--- src/design/assert_macros.svh ---
// Assertion macros shared by the heap queue design.
`ifndef ASSERT_MACROS_SVH
`define ASSERT_MACROS_SVH
// Implication checked on every rising clock edge outside reset.
`define ASSERT_IMPL(label, clk, rst, ante, cons, msg) \
   label: assert property (@(posedge clk) disable iff (rst) (ante) |-> (cons)) \
      else $error(msg);
// Next-cycle implication checked outside reset.
`define ASSERT_NEXT(label, clk, rst, ante, cons, msg) \
   label: assert property (@(posedge clk) disable iff (rst) (ante) |=> (cons)) \
      else $error(msg);
`endif

--- src/design/bmhq_pkg.sv ---
// Package with the types and constants of the binary min-heap queue.
package bmhq_pkg;
   localparam int Capacity = 256;
   localparam int AddrW = $clog2(Capacity);
   localparam int CntW = $clog2(Capacity + 1);
   localparam int DataW = 64;
   localparam int CountW = 9;
   localparam int QDepth = 2;

   typedef enum logic {
      OP_PUSH = 1'b0,
      OP_POP  = 1'b1
   } op_type;

   typedef struct packed {
      op_type           op;
      logic [DataW-1:0] prio;
      logic [DataW-1:0] val;
   } cmd_type;

   typedef enum logic [3:0] {
      ST_IDLE,
      ST_PUSH_WR,
      ST_UP_RD,
      ST_UP_CMP,
      ST_POP_RD0,
      ST_POP_RDL,
      ST_POP_WR0,
      ST_DN_RD,
      ST_DN_CMP,
      ST_DN_CMP2,
      ST_HEAD_RD,
      ST_DONE
   } state_type;

   typedef struct packed {
      logic             ok;
      logic [DataW-1:0] popped;
      logic [DataW-1:0] head_prio;
      logic [DataW-1:0] head_val;
      logic [CntW-1:0]  count;
   } rsp_type;

   function automatic logic prio_less(logic [DataW-1:0] a, logic [DataW-1:0] b);
      prio_less = $signed(a) < $signed(b);
   endfunction
endpackage

--- src/design/bmhq_front.sv ---
// Front end: accepts commands into a short queue ahead of the heap engine.
module bmhq_front (
   input  logic              clock,
   input  logic              reset,
   input  logic              push_valid,
   input  bmhq_pkg::cmd_type push_cmd,
   output logic              full,
   input  logic              pop_ready,
   output logic              pop_valid,
   output bmhq_pkg::cmd_type pop_cmd,
   output logic              pending_ff
);
   localparam int PtrW = $clog2(bmhq_pkg::QDepth);
   bmhq_pkg::cmd_type q_ff [bmhq_pkg::QDepth];
   logic [PtrW-1:0] wp_ff, wp_in, rp_ff, rp_in;
   logic [PtrW:0]   n_ff, n_in;
   logic            pending_in;
   logic            do_wr, do_rd;

   assign full      = (n_ff == PtrW'(0) + (PtrW+1)'(bmhq_pkg::QDepth));
   assign pop_valid = (n_ff != '0);
   assign pop_cmd   = q_ff[rp_ff];
   assign do_wr     = push_valid && !full;
   assign do_rd     = pop_valid && pop_ready;

   always_comb begin
      wp_in = do_wr ? wp_ff + PtrW'(1) : wp_ff;
      rp_in = do_rd ? rp_ff + PtrW'(1) : rp_ff;
      n_in  = n_ff + (PtrW+1)'(do_wr) - (PtrW+1)'(do_rd);
      pending_in = (n_in != '0);
   end

   always_ff @(posedge clock) begin
      if (reset) begin
         wp_ff <= '0;
         rp_ff <= '0;
         n_ff <= '0;
         pending_ff <= 1'b0;
      end else begin
         wp_ff <= wp_in;
         rp_ff <= rp_in;
         n_ff <= n_in;
         pending_ff <= pending_in;
      end
   end

   always_ff @(posedge clock) begin
      if (do_wr) begin
         q_ff[wp_ff] <= push_cmd;
      end
   end
endmodule

--- config.mk ---
export PLATFORM = sky130hd
export DESIGN_NAME = bmhq_front
export DESIGN_NICKNAME = d
export VERILOG_FILES = /design/src/design/assert_macros.svh /design/src/design/bmhq_pkg.sv /design/src/design/bmhq_front.sv
export SDC_FILE = /design/constraint.sdc
export NUM_CORES = 1
export LEC_CHECK = 0
export BUFFER_PORTS_ARGS = -buffer_cell sky130_fd_sc_hd__buf_2
export CORE_ASPECT_RATIO = 1.25
export CORE_MARGIN = 4
export CORE_UTILIZATION = 45
export DETAILED_ROUTE_END_ITERATION = 6
export HOLD_SLACK_MARGIN = 0.1
export PLACE_DENSITY = 0.81
export SYNTH_ARGS = -nofsm -noshare
export SYNTH_HDL_FRONTEND = slang
export SYNTH_SLANG_ARGS = --single-unit
--- constraint.sdc ---
create_clock -name clock -period 5.57 [get_ports clock]
set_clock_uncertainty 0.05 [all_clocks]
set_input_delay 0.2785 -clock clock [delete_from_list [all_inputs] [get_ports clock]]
set_output_delay 0.2785 -clock clock [all_outputs]
set_load 0.1 [all_outputs]
Word level (Yosys, flattened, before mapping)
Memories as Yosys holds them, arrays and structs flattened. A register that Yosys moved wholly into a read port is not among the register bits.
Cells that the tools add are included.
{"block": "totals", "latch_bits": 0, "output_inout_bits": 132, "ram_bits": 258, "inputBits": 133, "n_memories": 1, "ff_bits": 5, "word_cells": 19, "rom_bits": 0}
{"block": "classes", "n_div": 0, "shifts": 0, "n_reduce_logical": 5, "muxes": 4, "n_lt_le_gt_ge": 0, "multipliers": 0, "bitwise_logic": 0, "n_addsub": 4, "eq_ne": 1}
{"memory": "q_ff", "depth": 2, "word_bits": 129, "read_ports": 1, "rd_ports_with_merged_regs": 1, "wr": 1, "line": "bmhq_front.sv:14", "source": "bmhq_pkg::cmd_type q_ff [bmhq_pkg::QDepth];"}
{"operator": "2-to-1 mux 1 bit", "count": 4}
{"operator": "nonzero test 2 bit", "count": 2}
{"operator": "adder 1 bit (second input constant)", "count": 2}
{"operator": "adder 2 x 1 -> 2 bit", "count": 1}
{"operator": "== test 2 bit (second input constant)", "count": 1}
{"operator": "logical AND 1 bit", "count": 2}
{"operator": "subtractor 2 x 1 -> 2 bit", "count": 1}
{"operator": "zero test 1 bit", "count": 1}

Depth between registers and ports, before layout
{"block": "depth", "depth_word": 6, "mapped_depth": 8, "ltp_nobuf": 8}

Worst setup path before layout
OpenSTA, ideal clock, no wires.
{"block": "synth_path", "kind": "reg2reg", "from": "register n_ff[0]", "to": "memory q_ff[0][0] (netlist bit) (enable)", "arrival_ns": 3.570, "path_buffers": 0, "period_less_slack_ns": 4.102, "path_stages_with_launch": 5, "slack_ns": 1.468, "cell_sequence": "dfxtp_1 > nand2b_2 > inv_2 > or3_1 > inv_1"}
{"block": "synth_between", "elab_chain_cells": 5}
{"item": "start, declared", "line": "bmhq_front.sv:16", "source": "logic [PtrW:0] n_ff, n_in;"}
{"item": "start signal, assigned", "line": "bmhq_front.sv:42", "source": "n_ff <= n_in;"}
{"item": "== test 2 bit", "line": "bmhq_front.sv:20", "source": "assign full = (n_ff == PtrW'(0) + (PtrW+1)'(bmhq_pkg::QDepth));"}
{"item": "net full", "line": "bmhq_front.sv:7", "source": "output logic full,"}
{"item": "zero test 1 bit", "line": "bmhq_front.sv:23", "source": "assign do_wr = push_valid && !full;"}
{"item": "logical AND 1 bit", "line": "bmhq_front.sv:23"}
{"item": "2-to-1 mux 1 bit", "line": "bmhq_front.sv:48", "source": "if (do_wr) begin"}
{"item": "2-to-1 mux 1 bit (implied by the code)", "line": "bmhq_front.sv:49", "source": "q_ff[wp_ff] <= push_cmd;"}
{"item": "end, declared", "line": "bmhq_front.sv:14"}
The timed path passes the listed nets, and every way through them passes these cells.

Worst setup path in the final report
{"block": "layout_path", "from": "register n_ff[0]", "to": "memory q_ff[0][68] (netlist bit) (enable)"}
{"block": "layout_between", "elab_chain_cells": 5}
{"item": "== test 2 bit", "line": "bmhq_front.sv:20"}
{"item": "zero test 1 bit", "line": "bmhq_front.sv:23"}
{"item": "logical AND 1 bit", "line": "bmhq_front.sv:23"}
{"item": "2-to-1 mux 1 bit", "line": "bmhq_front.sv:48"}
{"item": "2-to-1 mux 1 bit (implied by the code)", "line": "bmhq_front.sv:49"}
No other way between the ends.

==> results.md <==
* CTS Buf Count at 25
* RSZ-0062 raised after global routing: no
* Outcome: finished, final reports clean
* Sequential element share of the synthesized area at 81.89%
* Share of layout cells above drive strength 1 at 51.40%
* Initial core utilization at roughly 46%
* DRT iter0 DRCs at 300
* Avg Synthesized Cell Area at 22.34 µm²
* Synthesis Warnings at 0
* Max-slew headroom at 28.51%
* P_int at 4.050 mW
* Root buffer cell: clkbuf_16
* Crit path capture: q_ff[0][68]
* Leak Pwr at approximately 5.0 nW
* Max Fanout on Critical Path at 80
* H-tree Lvls at 1
* Achievable Freq at 368.3 MHz
* WP depth at 5
* GRT Overall Usage at 17.86%
* Post-synth top area share at 80.64%
* Final Power at 7.447 mW
* Worst vdd ir at 0.0007716 V
* Largest net degree at the start of global routing at 81
* Row count at a little under 60
* Area delta synth->final at 38.39%
* GR Overflow Total at 0
* Worst path bufs/invs at 3
* Top cells by area, synth: edfxtp_1, mux2_2, buf_6
* CP Cell Sequence: nand2b_2 -> inv_2 -> or3_1 -> inv_4 -> buf_4
* Sw frac at 45.62%
* Reg2Reg Setup Slack at 2.85 ns
* Worst EP arrival at 2.83 ns
* I/O Pins at 265
* Drt total wl at 21.80 mm
* Largest delay share family, worst path: buffers and inverters
* Period utilization at between 40% and 50%
* Power share of the sequential group at roughly 34%
* Fin cells at 1,135
* Clock power share at between 20% and 30%
* Skew-Pair Late Insertion Delay at 0.52 ns
* Final core utilization at 63.65%
* Clock sinks at 264
* DRC violations left at 0
* Final nets at 978
* Crit path from: n_ff[0]
* Clk pin slew, worst setup/hold paths at 0.06 ns
* Initial antenna violation count at 1
* Critical Path RT at 5.68 ns
* GPL Wtd Cong at 0.7396
* Core box area at 20,890 µm²
* Cells after DPL at 960
* Post-route ant nets at 0
* Die width at about 140 µm
* Pwr Density at roughly 560 nW/µm²
* DR vias/cell at 4.868
* Hold-fix buffers at CTS at 130
* Worst setup margin at 2.855 ns
* Yosys reg bits at about 260
* Sw Pwr at approximately 3.4 mW
* Die height at 171.4 µm
* Pre-CTS setup slack at 2.877 ns
* PortBufs at 264
* Critical-path top delay cell: inv_4
* Syn nets at about 570
* Syn Std Cell Area at 9608 µm²
* Post-CTS resize count at 0
* Die area at 23,770 µm²
* Vias in the first global route at 6,118
* CP Launch Type: flop
* Worst-margin pin slew at roughly 1.1 ns
* DR WL/cell at 19.21 µm
* CP Class: reg -> reg
* Final Slew Violations at 0
* Comb power frac at 43.4%
* Min Clock Period, post-route at 2.715 ns
* Final Setup Violations at 0
* Worst min-delay path category: in -> reg
* Worst stage delay on the critical path at around 0.75 ns
* CTS tree: built
* Post-DP HPWL at 12.50 mm
* Drt pass-1 iters at 4
* Fin. Hold Viols at 0
* Wire length of the first global-routing pass at 33.44 mm
* Setup_tns at 0 ns
* Worst R2R Path Depth at 5
* Post-Synthesis Cells at 430
* Vias at 5,525
* Total of max-cap violations at 0
* Number of post-CTS setup repair buffers at 0
* R2R Path End: q_ff[0][68]
* Yosys cell types at 20
* FILL cells at around 1,400
* Largest area contributor in the netlist: edfxtp_1
* Setup crit end kind: flop
* RR Startpoint: n_ff[0]
* Clk buf depth at 3
==> logic make-up after synthesis <==
group	Yosys count	share of synthesized area (%)
muxes	129	15.12
AOI/OAI and AO/OA	4	0.2344
buffers and inverters	19	1.732
adders and majority gates	2	0.2604
and+or+nand+nor	9	0.4949
DFF	264	81.89
xor gates and xnor gates	3	0.2735
==> sequential cells by signal, summed over array words and instances, names as in the netlist, named ones only <==
signal      count
n_ff            2
pending_ff      1
q_ff          258
rp_ff           1
wp_ff           1
==> metrics by stage <==
step	instance area, µm²	hold slack [ns]
2_1_floorplan	9608	0.2952
4_1_cts	13290	0.1090
5_1_grt	13300	0.1883
6_report	13300	0.1390
3_5_place_dp	11180	0.4192
3_3_place_gp	11180	0.4154
==> cell usage after synthesis <==
library cell,count
edfxtp_1,258
mux2_2,129
buf_6,12
dfxtp_1,6
inv_1,4
nor2_1,4
a21oi_1,2
ha_1,2
xnor2_1,2
and3_2,1
buf_2,1
buf_4,1
inv_2,1
nand2_1,1
nand2b_2,1
o21a_1,1
o21ai_0,1
or2_2,1
or3_1,1
xor2_1,1
==> per-layer routing <==
layer / up-vias / global-route usage (%) / wire length (µm)
met5: - / 0 / 0
met4: 0 / 6.043 / 643
met3: 50 / 4.644 / 1465
met2: 216 / 34.26 / 12170
met1: 2723 / 19.15 / 7527
li1: 2536 / - / -
==> power groups by stage <==
stage               sequential [mW]  combinational [mW]  clock, mW
floorplan                      2.60                2.72          0
global placement               2.55                3.14          0
detailed placement             2.57                3.16          0
CTS                            2.53                3.24       1.72
global route                   2.55                3.33       1.82
finish                         2.53                3.23       1.68
==> worst register-to-register path, stage by stage, from the launching register on <==
cell and delay (ns):
dfxtp_1 0.37, nand2b_2 0.17, inv_2 0.05, or3_1 0.37
inv_4 0.75, buf_4 0.59
==> cells in the final DEF, fill, tap and decap left out, types with 2 or more instances in the layout <==
master           n
clkinv_2         3
clkbuf_1         4
clkbuf_16       25
buf_4            6
nor2_1           4
ha_1             2
buf_2          264
dfxtp_1          5
xnor2_1          2
dlygate4sd3_1  130
bufinv_16        3
clkinv_4         3
a21oi_1          2
clkinv_1         3
inv_1            3
edfxtp_1       258
mux2_2         129
==> how the worst min path moves through the flow <==
stage             startpoint            to  slack (ns)  depth (start not counted)
4_1_cts           push_valid         wp_ff        0.11                          4
6_report           pop_ready         rp_ff        0.14                          4
2_1_floorplan          reset       n_ff[0]        0.30                          1
3_5_place_dp   push_cmd[117]  q_ff[0][117]        0.42                          1
3_3_place_gp   push_cmd[111]  q_ff[0][111]        0.42                          1
5_1_grt            pop_ready         rp_ff        0.19                          4
==> area by class of cell <==
class	instances	area, µm²	share of cell area [%]
antenna	1	2.502	0.01882
timing repair buffer	400	2668	20.06
multi-input combinational	147	1578	11.87
sequential	264	7871	59.20
clock buffer	30	654.4	4.921
clock inverter	14	158.9	1.195
tap	274	342.8	2.578
inverter	5	21.27	0.1600
Note: power is estimated with default switching activity, not from simulation.
